File: src/rtl/scs1_pkg.sv
// ----------------------------------------------------------------------------
// scs1_pkg
// Shared types, constants and the letter key table for the scan-code-set-1
// to ASCII decoder.
// ----------------------------------------------------------------------------
package scs1_pkg;

	localparam int MOD_COUNT_BITS_DEF = 4;

	localparam logic [7:0] ESC_PREFIX   = 8'hE0;
	localparam logic [7:0] PAUSE_PREFIX = 8'hE1;
	localparam logic [2:0] PAUSE_SKIP   = 3'd5;

	localparam logic [6:0] KEY_SHIFT_LEFT  = 7'h2A;
	localparam logic [6:0] KEY_SHIFT_RIGHT = 7'h36;
	localparam logic [6:0] KEY_ALT         = 7'h38;
	localparam logic [6:0] KEY_CTRL        = 7'h1D;

	localparam logic [6:0] CASE_OFFSET = 7'h20;
	localparam logic [6:0] NO_LETTER   = 7'h00;
	localparam logic [6:0] CHAR_UPPER_A = 7'h41;
	localparam logic [6:0] CHAR_UPPER_Z = 7'h5A;
	localparam logic [6:0] CHAR_LOWER_A = 7'h61;
	localparam logic [6:0] CHAR_LOWER_Z = 7'h7A;

	typedef enum logic [2:0] {
		OP_NONE,
		OP_SHIFT,
		OP_ALT,
		OP_CTRL,
		OP_LETTER
	} scs1_op_t;

	typedef struct packed {
		scs1_op_t   op;
		logic       up;
		logic [6:0] letter;
	} scs1_cmd_t;

	typedef struct packed {
		logic full;
		logic empty;
	} scs1_q_stat_t;

	// Lowercase ASCII letter for a make code, or NO_LETTER for other keys.
	function automatic logic [6:0] letter_of(input logic [6:0] code);
		logic [6:0] ch;
		ch = NO_LETTER;
		unique case (code)
			7'h10: ch = 7'h71;
			7'h11: ch = 7'h77;
			7'h12: ch = 7'h65;
			7'h13: ch = 7'h72;
			7'h14: ch = 7'h74;
			7'h15: ch = 7'h79;
			7'h16: ch = 7'h75;
			7'h17: ch = 7'h69;
			7'h18: ch = 7'h6F;
			7'h19: ch = 7'h70;
			7'h1E: ch = 7'h61;
			7'h1F: ch = 7'h73;
			7'h20: ch = 7'h64;
			7'h21: ch = 7'h66;
			7'h22: ch = 7'h67;
			7'h23: ch = 7'h68;
			7'h24: ch = 7'h6A;
			7'h25: ch = 7'h6B;
			7'h26: ch = 7'h6C;
			7'h2C: ch = 7'h7A;
			7'h2D: ch = 7'h78;
			7'h2E: ch = 7'h63;
			7'h2F: ch = 7'h76;
			7'h30: ch = 7'h62;
			7'h31: ch = 7'h6E;
			7'h32: ch = 7'h6D;
			default: ch = NO_LETTER;
		endcase
		return ch;
	endfunction

endpackage

File: src/rtl/scs1_if.sv
// ----------------------------------------------------------------------------
// scs1_if
// Valid/ready channel interfaces for scan bytes and ASCII characters.
// ----------------------------------------------------------------------------
interface scs1_in_if;
	logic       valid;
	logic       ready;
	logic [7:0] scan_byte;

	modport source (output valid, output scan_byte, input ready);
	modport sink (input valid, input scan_byte, output ready);
endinterface

interface scs1_out_if;
	logic       valid;
	logic       ready;
	logic [6:0] ascii_char;

	modport source (output valid, output ascii_char, input ready);
	modport sink (input valid, input ascii_char, output ready);
endinterface

File: src/rtl/scs1_front.sv
// ----------------------------------------------------------------------------
// scs1_front
// Accepts scan bytes, tracks prefix state and classifies each code into a
// command for the back end.
// ----------------------------------------------------------------------------
module scs1_front
	import scs1_pkg::*;
(
	input  logic          clk,
	input  logic          arst_n,
	input  logic          in_valid,
	output logic          in_ready,
	input  logic [7:0]    scan_byte,
	input  scs1_q_stat_t  q_stat,
	output logic          push,
	output scs1_cmd_t     push_cmd
);

	logic       esc_q;
	logic [2:0] skip_q;
	logic       esc_d;
	logic [2:0] skip_d;
	logic       accept;
	logic       make;
	logic [6:0] code;
	logic [6:0] letter;

	assign in_ready = !q_stat.full;
	assign accept   = in_valid && in_ready;
	assign make     = !scan_byte[7];
	assign code     = scan_byte[6:0];
	assign letter   = letter_of(code);

	always_comb begin
		esc_d           = esc_q;
		skip_d          = skip_q;
		push_cmd.op     = OP_NONE;
		push_cmd.up     = make;
		push_cmd.letter = letter;
		if (skip_q != 3'd0) begin
			skip_d = skip_q - 3'd1;
		end else if (scan_byte == ESC_PREFIX) begin
			esc_d = 1'b1;
		end else if (scan_byte == PAUSE_PREFIX) begin
			skip_d = PAUSE_SKIP;
		end else begin
			esc_d = 1'b0;
			if (!esc_q && (code == KEY_SHIFT_LEFT || code == KEY_SHIFT_RIGHT)) begin
				push_cmd.op = OP_SHIFT;
			end else if (code == KEY_ALT) begin
				push_cmd.op = OP_ALT;
			end else if (code == KEY_CTRL) begin
				push_cmd.op = OP_CTRL;
			end else if (make && !esc_q && letter != NO_LETTER) begin
				push_cmd.op = OP_LETTER;
			end
		end
	end

	assign push = accept && (push_cmd.op != OP_NONE);

	always_ff @(posedge clk or negedge arst_n) begin
		if (!arst_n) begin
			esc_q  <= 1'b0;
			skip_q <= 3'd0;
		end else if (accept) begin
			esc_q  <= esc_d;
			skip_q <= skip_d;
		end
	end

endmodule

File: src/rtl/scs1_fifo.sv
// ----------------------------------------------------------------------------
// scs1_fifo
// Two-entry command queue between the front end and the back end.
// ----------------------------------------------------------------------------
module scs1_fifo
	import scs1_pkg::*;
(
	input  logic         clk,
	input  logic         arst_n,
	input  logic         push,
	input  scs1_cmd_t    push_cmd,
	input  logic         pop,
	output scs1_cmd_t    pop_cmd,
	output scs1_q_stat_t q_stat
);

	scs1_cmd_t  entry_q [2];
	logic       wr_ptr_q;
	logic       rd_ptr_q;
	logic [1:0] count_q;

	assign q_stat.full  = (count_q == 2'd2);
	assign q_stat.empty = (count_q == 2'd0);
	assign pop_cmd      = entry_q[rd_ptr_q];

	always_ff @(posedge clk) begin
		if (push) begin
			entry_q[wr_ptr_q] <= push_cmd;
		end
	end

	always_ff @(posedge clk or negedge arst_n) begin
		if (!arst_n) begin
			wr_ptr_q <= 1'b0;
			rd_ptr_q <= 1'b0;
			count_q  <= 2'd0;
		end else begin
			if (push) begin
				wr_ptr_q <= !wr_ptr_q;
			end
			if (pop) begin
				rd_ptr_q <= !rd_ptr_q;
			end
			if (push && !pop) begin
				count_q <= count_q + 2'd1;
			end else if (pop && !push) begin
				count_q <= count_q - 2'd1;
			end
		end
	end

endmodule

File: src/rtl/scs1_back.sv
// ----------------------------------------------------------------------------
// scs1_back
// Executes queued commands: modifier press counters and letter output with
// an output register.
// ----------------------------------------------------------------------------
module scs1_back
	import scs1_pkg::*;
#(
	parameter int MOD_COUNT_BITS = MOD_COUNT_BITS_DEF
) (
	input  logic         clk,
	input  logic         arst_n,
	input  scs1_cmd_t    pop_cmd,
	input  scs1_q_stat_t q_stat,
	output logic         pop,
	output logic         out_valid,
	input  logic         out_ready,
	output logic [6:0]   ascii_char
);

	localparam logic [MOD_COUNT_BITS-1:0] COUNT_MAX = '1;
	localparam logic [MOD_COUNT_BITS-1:0] COUNT_ZERO = '0;
	localparam logic [MOD_COUNT_BITS-1:0] COUNT_ONE = MOD_COUNT_BITS'(1);

	logic [MOD_COUNT_BITS-1:0] shift_q;
	logic [MOD_COUNT_BITS-1:0] alt_q;
	logic [MOD_COUNT_BITS-1:0] ctrl_q;
	logic                      out_valid_q;
	logic [6:0]                char_q;
	logic                      emit;

	function automatic logic [MOD_COUNT_BITS-1:0] bump(
		input logic [MOD_COUNT_BITS-1:0] cnt,
		input logic                      up
	);
		logic [MOD_COUNT_BITS-1:0] res;
		res = cnt;
		if (up && cnt != COUNT_MAX) begin
			res = cnt + COUNT_ONE;
		end else if (!up && cnt != COUNT_ZERO) begin
			res = cnt - COUNT_ONE;
		end
		return res;
	endfunction

	assign pop        = !q_stat.empty && (!out_valid_q || out_ready);
	assign emit       = pop && (pop_cmd.op == OP_LETTER) &&
	                    (alt_q == COUNT_ZERO) && (ctrl_q == COUNT_ZERO);
	assign out_valid  = out_valid_q;
	assign ascii_char = char_q;

	always_ff @(posedge clk or negedge arst_n) begin
		if (!arst_n) begin
			shift_q     <= COUNT_ZERO;
			alt_q       <= COUNT_ZERO;
			ctrl_q      <= COUNT_ZERO;
			out_valid_q <= 1'b0;
		end else begin
			if (pop) begin
				unique case (pop_cmd.op)
					OP_SHIFT: shift_q <= bump(shift_q, pop_cmd.up);
					OP_ALT:   alt_q   <= bump(alt_q, pop_cmd.up);
					OP_CTRL:  ctrl_q  <= bump(ctrl_q, pop_cmd.up);
					default: begin
					end
				endcase
			end
			if (emit) begin
				out_valid_q <= 1'b1;
			end else if (out_ready) begin
				out_valid_q <= 1'b0;
			end
		end
	end

	always_ff @(posedge clk) begin
		if (emit) begin
			char_q <= (shift_q != COUNT_ZERO) ? (pop_cmd.letter - CASE_OFFSET)
			                                  : pop_cmd.letter;
		end
	end

endmodule

File: src/rtl/scancode_set1_to_ascii.sv
// A letter byte accepted into an empty queue is written into the command queue, then popped
// into the output register, from which its transaction is offered.
// Throughput: one scan byte per cycle while the command queue is not full.
// The two-entry command queue holds up to two commands while the output stalls.
// Reset clears the prefix state, the press counters, the queue and the output valid flag.
// ----------------------------------------------------------------------------
// scancode_set1_to_ascii
// Scan-code-set-1 keyboard decoder producing ASCII letters.
// ----------------------------------------------------------------------------
module scancode_set1_to_ascii
	import scs1_pkg::*;
#(
	parameter int MOD_COUNT_BITS = MOD_COUNT_BITS_DEF
) (
	input  logic              clk,
	input  logic              arst_n,
	scs1_in_if.sink           in_ch,
	scs1_out_if.source        out_ch
);

	scs1_q_stat_t q_stat;
	scs1_cmd_t    push_cmd;
	scs1_cmd_t    pop_cmd;
	logic         push;
	logic         pop;

	scs1_front u_front (
		.clk       (clk),
		.arst_n    (arst_n),
		.in_valid  (in_ch.valid),
		.in_ready  (in_ch.ready),
		.scan_byte (in_ch.scan_byte),
		.q_stat    (q_stat),
		.push      (push),
		.push_cmd  (push_cmd)
	);

	scs1_fifo u_fifo (
		.clk      (clk),
		.arst_n   (arst_n),
		.push     (push),
		.push_cmd (push_cmd),
		.pop      (pop),
		.pop_cmd  (pop_cmd),
		.q_stat   (q_stat)
	);

	scs1_back #(
		.MOD_COUNT_BITS (MOD_COUNT_BITS)
	) u_back (
		.clk        (clk),
		.arst_n     (arst_n),
		.pop_cmd    (pop_cmd),
		.q_stat     (q_stat),
		.pop        (pop),
		.out_valid  (out_ch.valid),
		.out_ready  (out_ch.ready),
		.ascii_char (out_ch.ascii_char)
	);

endmodule

File: src/flat_wrapper.sv
// flat-port wrapper written by rule: the top's interface ports become plain ports
module scancode_set1_to_ascii_flat import scs1_pkg::*;
#(
	parameter int MOD_COUNT_BITS = MOD_COUNT_BITS_DEF
)
  (clk, arst_n, in_ch_valid, in_ch_scan_byte, in_ch_ready, out_ch_valid, out_ch_ascii_char, out_ch_ready);
  scs1_in_if in_ch_i ();
  scs1_out_if out_ch_i ();
  input  logic clk;
  input  logic arst_n;
  input wire logic [$bits(in_ch_i.valid)-1:0] in_ch_valid;
  input wire logic [$bits(in_ch_i.scan_byte)-1:0] in_ch_scan_byte;
  output wire logic [$bits(in_ch_i.ready)-1:0] in_ch_ready;
  output wire logic [$bits(out_ch_i.valid)-1:0] out_ch_valid;
  output wire logic [$bits(out_ch_i.ascii_char)-1:0] out_ch_ascii_char;
  input wire logic [$bits(out_ch_i.ready)-1:0] out_ch_ready;
  assign in_ch_i.valid = in_ch_valid;
  assign in_ch_i.scan_byte = in_ch_scan_byte;
  assign in_ch_ready = in_ch_i.ready;
  assign out_ch_valid = out_ch_i.valid;
  assign out_ch_ascii_char = out_ch_i.ascii_char;
  assign out_ch_i.ready = out_ch_ready;
  scancode_set1_to_ascii #(.MOD_COUNT_BITS(MOD_COUNT_BITS)) u_core (.clk(clk), .arst_n(arst_n), .in_ch(in_ch_i), .out_ch(out_ch_i));
endmodule
File: config.mk
export PLATFORM = sky130hd
export DESIGN_NAME = scancode_set1_to_ascii_flat
export DESIGN_NICKNAME = d
export VERILOG_FILES = /design/src/rtl/scs1_pkg.sv /design/src/rtl/scs1_if.sv /design/src/rtl/scs1_front.sv /design/src/rtl/scs1_fifo.sv /design/src/rtl/scs1_back.sv /design/src/rtl/scancode_set1_to_ascii.sv /design/src/flat_wrapper.sv
export SDC_FILE = /design/constraint.sdc
export NUM_CORES = 1
export LEC_CHECK = 0
export ABC_AREA = 1
export BUFFER_PORTS_ARGS = -buffer_cell sky130_fd_sc_hd__buf_4
export CAP_MARGIN = 20
export CORE_MARGIN = 1
export CORE_UTILIZATION = 36
export DETAILED_ROUTE_END_ITERATION = 8
export HOLD_SLACK_MARGIN = 0.03
export SLEW_MARGIN = 20
export SYNTH_ARGS = -nofsm -noshare
export SYNTH_HDL_FRONTEND = slang
export SYNTH_SLANG_ARGS = --single-unit
File: constraint.sdc
create_clock -name clk -period 2.6 [get_ports clk]
set_clock_uncertainty 0.05 [all_clocks]
set_input_delay 0.26 -clock clk [delete_from_list [all_inputs] [get_ports clk]]
set_output_delay 0.26 -clock clk [all_outputs]
set_load 0.03 [all_outputs]
==> flow_metrics.env, run 1 <==
export IMPL_status="finished clean"
export IMPL_placed_area_sq_um=3211
export IMPL_cts_root_buffer="clkbuf_8"
export IMPL_rsz0062_at_grt="false"
export IMPL_drc=0
export IMPL_vias=2162
export IMPL_grt_pass1_wl_mm=9.404
export IMPL_arrival_ps=2400
export IMPL_switching_power_mw=1.019
export IMPL_initial_core_util=0.3745
export IMPL_switching_share=0.3804
export IMPL_r2r_cells=12
export IMPL_fp_coreArea_sq_um=7807
export IMPL_track_usage=0.1387
export IMPL_finalInstanceArea_sq_um=3304
export IMPL_max_cap_viol_count=0
export IMPL_ys_warn_count=0
export IMPL_final_period_utilization=0.8716
export IMPL_whs_path_depth=2
export IMPL_worstHoldPathType="in -> reg"
export IMPL_clkTransAtPathRegs_ps=90
export IMPL_cts_tree="yes"
export IMPL_p_total_mw=2.678
export IMPL_layout_drive_gt1_share=0.1746
export IMPL_num_rows=32
export IMPL_firstDrtPassIters=4
export IMPL_fin_crit_ps=2266
export IMPL_cts_resized_gates=0
export IMPL_syn_inst=325
export IMPL_antenna_found_initial=0
export IMPL_place_ws_ps=22.65
export IMPL_worst_ir_drop_vdd_v=0.0002524
export IMPL_clock_sinks=48
export IMPL_synth_enable_flop_cells=27
export IMPL_cp_end_kind="flop"
export IMPL_hold_viol=0
export IMPL_seqPwrFrac=0.427
export IMPL_worstPathMaxFanout=7
export IMPL_gp_congestion=0.8832
export IMPL_drt_initial_drc_count=104
export IMPL_antenna_left=0
export IMPL_setup_slack_ps=333.9
export IMPL_hold_buffers=1
export IMPL_port_buffers=20
export IMPL_async_reset_ff_frac=0.4375
export IMPL_dpl_hpwl_mm=4.139
export IMPL_vias_per_cell=4.731
export IMPL_cts_max_path_buffers=2
export IMPL_synth_seq_cells=48
export IMPL_clockPowerShare=0.159
export IMPL_required_ps=2740
export IMPL_yosysSeqAreaShare=0.4570
export IMPL_die_y_um=92.13
export IMPL_area_growth_pct=13.01
export IMPL_ys_types=31
export IMPL_combinationalPowerShare=0.414
export IMPL_die_area_sq_um=8487
export IMPL_io_pin_count=21
export IMPL_fmax_mhz=441.3
export IMPL_synth_nets=359
export IMPL_worstSkewPairLatency_ps=300
export IMPL_grt_overflow=0
export IMPL_layout_cells_non_filler=457
export IMPL_worst_pin_slew_ps=433.6
export IMPL_cts_buffers=5
export IMPL_finalMaxSlewViolations=0
export IMPL_intPower_mw=1.659
export IMPL_cts_max_level=2
export IMPL_p_leak_nw=1.555
export IMPL_synth_avg_cell_area_sq_um=8.997
export IMPL_post_place_cells=448
export IMPL_slew_headroom=0.7090
export IMPL_crit_type="in -> reg"
export IMPL_report_final_setup_viol=0
export IMPL_grt_max_degree=22
export IMPL_die_x_um=92.13
export IMPL_grt_pass1_vias=2100
export IMPL_antenna_cells=0
export IMPL_fin_tns_setup_ps=0
export IMPL_drt_wirelength_per_cell_um=11.82
export IMPL_wl_mm=5.401
export IMPL_layout_nets=388
export IMPL_critPathLaunchType="input port"
export IMPL_power_density_nw_per_um2=810.4
export IMPL_cts_setup_buffers=0
export IMPL_yosys_most_used_dff="edfxtp_1"
export IMPL_synth_area_sq_um=2924
==> final timing paths <==
check	to	slack [ps]	startpoint
setup / recovery	u_core.u_fifo.count_q[1]	330	in_ch_scan_byte[1]
hold / removal	u_core.u_back.out_valid	100	out_ch_ready
setup reg to reg	u_core.u_fifo.count_q[1]	480	u_core.u_front.skip_q[0]
hold reg to reg	u_core.u_fifo.wr_ptr_q	430	u_core.u_fifo.wr_ptr_q
max in group asynchronous	u_core.u_back.shift_q[1]	1950	arst_n
min in group asynchronous	u_core.u_back.ctrl_q[2]	320	arst_n
==> cell usage after synthesis, types with 6 or more instances <==
master | count | area [sq um]
ha_1 | 19 | 237.7
xnor2_1 | 7 | 61.31
nand2_2 | 6 | 37.54
nand3_1 | 22 | 110.1
inv_1 | 35 | 131.4
dfrtp_1 | 21 | 525.5
xor2_1 | 6 | 52.55
a21oi_1 | 8 | 40.04
edfxtp_1 | 27 | 810.8
o21ai_0 | 18 | 90.09
nand2_1 | 79 | 296.5
inv_2 | 10 | 37.54
nor2_1 | 21 | 78.83
==> worst max-delay path, stage by stage <==
cell and delay [ps]:
buf_4 140, inv_1 190, ha_1 280, nand2_1 90, nand2_1 110, nor2_1 50, nor2_1 100, nor2_1 60
nor2_2 120, nor2_1 60, nand2_1 70, nand2_1 60, nand2_1 90, nand2_2 60, inv_1 60, ha_1 240
a21oi_1 110, o21ai_0 110, xor2_1 150
==> metrics by stage <==
stage,utilization,hold slack (ps)
4_1_cts,0.4232,88.54
2_1_floorplan,-,-85.59
5_1_grt,0.4232,110.9
3_5_place_dp,0.4112,112.9
6_report,0.4232,100.8
3_3_place_gp,0.4112,112.2
==> placed cells by master, fill, tap and decap left out, drive strengths merged, types with 4 or more instances in the layout <==
master	instances
o21ai	23
inv	45
xor2	6
dfrtp	21
nand4	5
ha	19
a21oi	9
nor2	23
mux2i	4
nand3	24
clkbuf	6
nand2	85
xnor2	9
clkinv	4
mux2	5
edfxtp	27
nor3	4
buf	25
==> power by group through the flow <==
| stage | registers [mW] | logic (mW) | clock network [mW] |
|---|---|---|---|
| 2_1_floorplan | 1.13 | 0.899 | 0 |
| 3_3_place_gp | 1.16 | 1.09 | 0 |
| 3_5_place_dp | 1.16 | 1.12 | 0 |
| 4_1_cts | 1.15 | 1.12 | 0.440 |
| 5_1_grt | 1.18 | 1.27 | 0.456 |
| 6_report | 1.14 | 1.11 | 0.425 |
==> logic make-up after synthesis <==
| group | Yosys count | share of synthesized area |
|---|---|---|
| AO/OA/AOI/OAI | 36 | 0.06547 |
| adder cells (fa/ha/maj) | 22 | 0.1018 |
| buffers and inverters | 52 | 0.07574 |
| AND/OR/NAND/NOR | 143 | 0.2169 |
| flip-flops | 48 | 0.4570 |
| XOR/XNOR | 15 | 0.05006 |
| multiplexers | 9 | 0.03295 |
==> metal layers <==
layer	vias up	GRT usage	part of all wire
met5	-	0	0
met4	0	0.04167	0.013
met3	6	0.02322	0.032
met2	37	0.2394	0.47
met1	1001	0.1772	0.49
li1	1118	-	-
==> final cells by class <==
type,count,area [sq um]
Clock buffer,6,72.57
Clock inverter,2,11.26
Fill cell,759,4503
Inverter,48,180.2
Multi-Input combinational cell,225,1366
Sequential cell,48,1336
Tap cell,102,127.6
Timing Repair Buffer,26,210.2
==> flip-flops by register name (all words and copies together), names as in the netlist <==
name                      flops
u_core.u_front.skip_q         3
u_core.u_fifo.rd_ptr_q        1
u_core.u_fifo.wr_ptr_q        1
u_core.u_back.alt_q           4
u_core.u_fifo.count_q         2
u_core.u_back.shift_q         4
u_core.u_front.esc_q          1
u_core.u_back.ctrl_q          4
u_core.u_back.ascii_char      7
u_core.u_back.out_valid       1
u_core.u_fifo.entry_q        20
(Power assumes the default switching activity.)
==> run 2: changes to the inputs <==
--- a/config.mk
+++ b/config.mk
@@ -9,9 +9,10 @@
 export BUFFER_PORTS_ARGS = -buffer_cell sky130_fd_sc_hd__buf_4
 export CAP_MARGIN = 20
 export CORE_MARGIN = 1
-export CORE_UTILIZATION = 36
+export CORE_UTILIZATION = 50
 export DETAILED_ROUTE_END_ITERATION = 8
 export HOLD_SLACK_MARGIN = 0.03
+export PLACE_DENSITY = 0.68
 export SLEW_MARGIN = 20
 export SYNTH_ARGS = -nofsm -noshare
 export SYNTH_HDL_FRONTEND = slang
==> run 2 against run 1 <==
Total power grew 0.69%. Setup slack got worse by 53 ps. Via count is essentially flat. Non-clock buffer count did not move. Fmax fell by 2.3%. Critical path type unchanged. Largest cell class unchanged.
==> flow_metrics.env, run 2 (same netlist as run 1, synthesis figures left out) <==
export IMPL_port_buffers=20
export IMPL_fin_crit_ps=2319
export IMPL_max_cap_viol_count=0
export IMPL_cts_tree="yes"
export IMPL_dpl_hpwl_mm=4.067
export IMPL_track_usage=0.1898
export IMPL_layout_commonest_cell="nand2_1"
export IMPL_cts_max_level=2
export IMPL_die_y_um=78.47
export IMPL_status="finished clean"
export IMPL_worstSkewPairLatency_ps=290
export IMPL_arrival_ps=2440
export IMPL_num_rows=27
export IMPL_worstHoldPathType="in -> reg"
export IMPL_cts_buffers=5
export IMPL_finalMaxSlewViolations=0
export IMPL_critPathLaunchType="input port"
export IMPL_grt_pass1_wl_mm=9.114
export IMPL_layout_drive_gt1_share=0.1775
export IMPL_drt_initial_drc_count=66
export IMPL_r2r_cells=12
export IMPL_p_total_mw=2.697
export IMPL_fmax_mhz=431.2
export IMPL_initial_core_util=0.5246
export IMPL_vias_per_cell=5.068
export IMPL_hold_viol=0
export IMPL_grt_max_degree=22
export IMPL_fp_coreArea_sq_um=5574
export IMPL_crit_type="in -> reg"
export IMPL_report_final_setup_viol=0
export IMPL_top_register="u_core.u_fifo.entry_q"
export IMPL_wl_mm=5.207
export IMPL_final_cell_mix="nand2_1, inv_1, edfxtp_1, buf_4, nand3_1"
export IMPL_firstDrtPassIters=4
export IMPL_cts_max_path_buffers=2
export IMPL_drt_wirelength_per_cell_um=12.19
export IMPL_whs_path_depth=2
export IMPL_num_fill_cells=498
export IMPL_vias=2164
export IMPL_slew_headroom=0.7132
export IMPL_placed_area_sq_um=3173
export IMPL_worstPathMaxFanout=7
export IMPL_antenna_found_initial=0
export IMPL_die_area_sq_um=6158
export IMPL_clock_sinks=48
export IMPL_io_pin_count=21
export IMPL_clkTransAtPathRegs_ps=90
export IMPL_cts_setup_buffers=0
export IMPL_cp_end_kind="flop"
export IMPL_antenna_left=0
export IMPL_grt_pass1_vias=2041
export IMPL_multiInputGateArea_sq_um=1366
export IMPL_grt_overflow=0
export IMPL_drc=0
export IMPL_worst_pin_slew_ps=427.4
export IMPL_antenna_cells=0
export IMPL_area_growth_pct=11.81
export IMPL_gp_congestion=0.9803
export IMPL_cts_root_buffer="clkbuf_8"
export IMPL_final_period_utilization=0.8921
export IMPL_power_density_nw_per_um2=824.8
export IMPL_rsz0062_at_grt="false"
export IMPL_largest_reg_flops=20
export IMPL_die_x_um=78.47
export IMPL_regArea_sq_um=1336
export IMPL_finalInstanceArea_sq_um=3269
export IMPL_worst_ir_drop_vdd_v=0.0004365
export IMPL_final_util=0.5865
export IMPL_required_ps=2730
export IMPL_layout_nets=388
export IMPL_p_leak_nw=1.559
-- run 2: path summary, 6_finish.rpt --
kind | from | endpoint | slack [ps]
worst max-delay path | in_ch_scan_byte[1] | u_core.u_fifo.count_q[1] | 280
worst min-delay path | out_ch_ready | u_core.u_back.out_valid | 100
worst max register to register | u_core.u_front.skip_q[0] | u_core.u_fifo.count_q[1] | 470
worst min register to register | u_core.u_fifo.wr_ptr_q | u_core.u_fifo.wr_ptr_q | 430
max in group asynchronous | arst_n | u_core.u_front.esc_q | 1950
min in group asynchronous | arst_n | u_core.u_back.alt_q[1] | 330
-- run 2: repair_timing --
item	in CTS	in global routing
resized for setup	0	0
hold buffers	1	0
hold endpoints to repair	21	0
-- run 2: where the power goes --
part / switching [mW] / internal (mW) / total (mW) / leakage, nW
Sequential: 0.158 / 0.988 / 1.15 / 0.506
Clock: 0.249 / 0.187 / 0.437 / 0.0421
Combinational: 0.629 / 0.485 / 1.11 / 1.01
Total: 1.04 / 1.66 / 2.70 / 1.56
-- run 2: through the flow --
step / cells / setup WS (ps) / TNS [ps] / hold WS [ps]
after floorplan: 325 / 383.1 / 0 / -85.59
after global placement: 418 / 21.09 / 0 / 111.5
after detailed placement: 418 / -69.23 / -69.23 / 112.4
after CTS: 427 / 258.1 / 0 / 85.52
after global routing: 427 / 63.27 / 0 / 104.6
final: 427 / 280.6 / 0 / 104.9
-- run 2: area by class of cell --
cell class                      instances  share of cell area
Multi-Input combinational cell        225              0.4179
Inverter                               48             0.05511
Clock inverter                          3            0.005358
Sequential cell                        48              0.4087
Clock buffer                            5             0.02105
Tap cell                               72             0.02755
Timing Repair Buffer                   26             0.06429
-- run 2: critical path, stage by stage --
cell and delay [ps]:
buf_4 140, inv_1 180, ha_1 270, nand2_1 90, nand2_1 120, nor2_1 50, nor2_1 100, nor2_1 50
nor2_2 120, nor2_1 60, nand2_1 70, nand2_1 70, nand2_1 100, nand2_2 70, inv_1 60, ha_1 240
a21oi_1 130, o21ai_0 110, xor2_1 150
-- run 2: metal layers --
metal	part of all wire	track usage	wire length (um)	vias up
li1	-	-	-	1127
met1	0.47	0.2459	2432	981
met2	0.48	0.3167	2510	52
met3	0.039	0.03488	201	4
met4	0.012	0.06852	62	0
met5	0	0	0	-
==> run 3: changes to the inputs <==
--- a/config.mk
+++ b/config.mk
@@ -8,11 +8,13 @@
 export ABC_AREA = 1
 export BUFFER_PORTS_ARGS = -buffer_cell sky130_fd_sc_hd__buf_4
 export CAP_MARGIN = 20
+export CELL_PAD_IN_SITES_DETAIL_PLACEMENT = 2
+export CELL_PAD_IN_SITES_GLOBAL_PLACEMENT = 2
 export CORE_MARGIN = 1
-export CORE_UTILIZATION = 50
+export CORE_UTILIZATION = 38
 export DETAILED_ROUTE_END_ITERATION = 8
 export HOLD_SLACK_MARGIN = 0.03
-export PLACE_DENSITY = 0.68
+export PLACE_DENSITY_LB_ADDON = 0.1
 export SLEW_MARGIN = 20
 export SYNTH_ARGS = -nofsm -noshare
 export SYNTH_HDL_FRONTEND = slang
==> run 3 against run 2 <==
Cell count up 8.2%. First-iteration DRC count down 9.1%. Highest routed layer unchanged. Cell area up 4.4%. Setup slack worse by 35 ps. Non-clock buffer count up 8. Combinational power up 12%. Sequential power about the same. Count of clock-buffer cells in the layout unchanged. Critical path depth unchanged.
==> flow_metrics.env, run 3 (same netlist as run 1, synthesis figures left out) <==
export IMPL_final_util=0.4654
export IMPL_fmax_mhz=424.7
export IMPL_hp_start="out_ch_ready"
export IMPL_grt_max_degree=22
export IMPL_fin_crit_ps=2354
export IMPL_port_buffers=20
export IMPL_cts_buffers=5
export IMPL_arrival_ps=2500
export IMPL_grt_overflow=0
export IMPL_setup_slack_ps=245.6
export IMPL_fp_coreArea_sq_um=7331
export IMPL_clockPowerShare=0.192
export IMPL_cpMostUsedCell="nand2_1"
export IMPL_worstSkewPairLatency_ps=310
export IMPL_status="finished clean"
export IMPL_r2r_cells=12
export IMPL_report_final_setup_viol=0
export IMPL_worstPathMaxFanout=7
export IMPL_required_ps=2740
export IMPL_grt_pass1_wl_mm=14.34
export IMPL_finalInstanceArea_sq_um=3412
export IMPL_worst_ir_drop_vdd_v=0.0003832
export IMPL_area_growth_pct=16.69
export IMPL_initial_core_util=0.3989
export IMPL_cp_num_buf_inv=4
export IMPL_placed_area_sq_um=3229
export IMPL_clkTransAtPathRegs_ps=100
export IMPL_layout_drive_gt1_share=0.2149
export IMPL_max_cap_viol_count=0
export IMPL_final_period_utilization=0.9056
export IMPL_die_area_sq_um=8050
export IMPL_drt_initial_drc_count=60
export IMPL_critPathMaxStageDelay_ps=280
export IMPL_grt_pass1_vias=2627
export IMPL_cts_max_level=2
export IMPL_cts_root_buffer="clkbuf_8"
export IMPL_r2r_start="u_core.u_front.skip_q[0]"
export IMPL_vias_per_cell=5.048
export IMPL_crit_type="in -> reg"
export IMPL_cts_max_path_buffers=2
export IMPL_slew_headroom=0.6783
export IMPL_worstHoldPathType="in -> reg"
export IMPL_rsz0062_at_grt="false"
export IMPL_p_leak_nw=1.597
export IMPL_intPower_mw=1.781
export IMPL_die_x_um=89.72
export IMPL_antenna_cells=0
export IMPL_cp_end_kind="flop"
export IMPL_rrSetupSlack_ps=340
export IMPL_wl_mm=8.528
export IMPL_critPathLaunchType="input port"
export IMPL_drt_wirelength_per_cell_um=18.46
export IMPL_worstPathCellList="buf_4 -> clkinvlp_4 -> buf_4 -> ha_1 -> nand2_1 -> nand2_1 -> a21oi_1 -> nand3_1 -> nand3_1 -> nor2_1 -> nand2_1 -> nand2_1 -> nand2_1 -> nand2_2 -> inv_1 -> ha_1 -> a21oi_1 -> o21ai_1 -> xor2_1"
export IMPL_clock_sinks=48
export IMPL_track_usage=0.2276
export IMPL_combinationalPowerShare=0.418
export IMPL_switching_power_mw=1.195
export IMPL_timing_rr_end="u_core.u_fifo.count_q[1]"
export IMPL_grt_busiest_layer="met2"
export IMPL_met2_usage=0.4141
export IMPL_num_rows=31
export IMPL_io_pin_count=21
export IMPL_antenna_left=0
export IMPL_die_y_um=89.72
export IMPL_dpl_hpwl_mm=6.477
export IMPL_firstDrtPassIters=4
export IMPL_worst_pin_slew_ps=479.3
export IMPL_holdPathEnd="u_core.u_back.out_valid"
export IMPL_drc=0
export IMPL_finalMaxSlewViolations=0
export IMPL_post_place_cells=448
export IMPL_seqPwrFrac=0.391
export IMPL_layout_nets=396
export IMPL_switching_share=0.4014
export IMPL_place_ws_ps=-106.2
export IMPL_cts_tree="yes"
export IMPL_top_register="u_core.u_fifo.entry_q"
export IMPL_met3_usage=0.02876
export IMPL_whs_path_depth=2
export IMPL_largest_reg_flops=20
export IMPL_cp_slowest_cell="ha_1"
export IMPL_crit_family="simple AND/OR/NAND/NOR gates"
export IMPL_layout_cells_non_filler=462
export IMPL_final_cell_mix="nand2_1, inv_1, buf_4, edfxtp_1, nand3_1"
export IMPL_num_fill_cells=814
export IMPL_gp_congestion=0.8170
export IMPL_vias=2332
export IMPL_antenna_found_initial=0
export IMPL_hold_viol=0
export IMPL_power_density_nw_per_um2=872.2
export IMPL_layout_commonest_cell="nand2_1"
export IMPL_grt_util_met1=0.2888
## run 3: changes by cell type in the layout (fill, tap and decap cells not counted), sizes merged
cell,before,now
buf,25,33
clkinvlp,1,3
inv,46,44
bufinv,0,1
clkinv,4,3
## run 3: final cells by class
class | count | area (sq um) | share of cell area
Inverter | 48 | 187.7 | 0.05501
Sequential cell | 48 | 1336 | 0.3916
Multi-Input combinational cell | 225 | 1379 | 0.4041
Timing Repair Buffer | 34 | 270.3 | 0.07921
Tap cell | 99 | 123.9 | 0.03630
Clock inverter | 3 | 46.29 | 0.01357
Clock buffer | 5 | 68.82 | 0.02017
## run 3: power groups by stage
| stage | combinational (mW) | sequential, mW | clock [mW] |
|---|---|---|---|
| 6_report | 1.24 | 1.16 | 0.570 |
| 3_5_place_dp | 1.22 | 1.18 | 0 |
| 2_1_floorplan | 0.899 | 1.13 | 0 |
| 3_3_place_gp | 1.12 | 1.16 | 0 |
| 4_1_cts | 1.26 | 1.17 | 0.582 |
| 5_1_grt | 1.41 | 1.19 | 0.609 |
## run 3: what timing repair did
action	in CTS	in global routing
endpoints found under the setup margin	0	1
endpoints found under the hold margin	21	0
gates resized for setup	0	7
setup buffers	0	5
hold buffers	1	0
## run 3: worst reg2reg max path, cell delays in order (launching register included)
cell and delay (ps):
dfrtp_1 420, nor2_1 170, ha_1 210, nand3_1 140, a21oi_2 220, nor2_1 80
nand2_1 100, nand2_2 80, inv_1 60, ha_1 240, a21oi_1 130, o21ai_1 100
xor2_1 150
## run 3: how the worst max path moves through the flow
stage | start | end | depth (start not counted)
finish | in_ch_scan_byte[1] | u_core.u_fifo.count_q[1] | 19
global route | in_ch_scan_byte[0] | u_core.u_fifo.count_q[1] | 19
CTS | in_ch_scan_byte[0] | u_core.u_fifo.count_q[1] | 19
detailed placement | in_ch_scan_byte[0] | u_core.u_fifo.count_q[1] | 19
global placement | in_ch_scan_byte[0] | u_core.u_fifo.count_q[1] | 19
floorplan | in_ch_scan_byte[1] | u_core.u_fifo.entry_q[1][0] | 14
## run 3: stage by stage
stage,TNS (ps),total power [mW],hold slack [ps]
finish,0,2.976,112.1
global route,0,3.207,105.5
CTS,0,3.007,111.3
detailed placement,-106.2,2.398,121.0
global placement,0,2.274,122.4
floorplan,0,2.033,-85.59
## run 3: routing by layer
metal | vias to the layer above | wire length [um] | share of wire
li1 | 1130 | - | -
met1 | 1173 | 3874 | 0.45
met2 | 22 | 4440 | 0.52
met3 | 7 | 129 | 0.015
met4 | 0 | 84 | 0.0098
met5 | - | 0 | 0
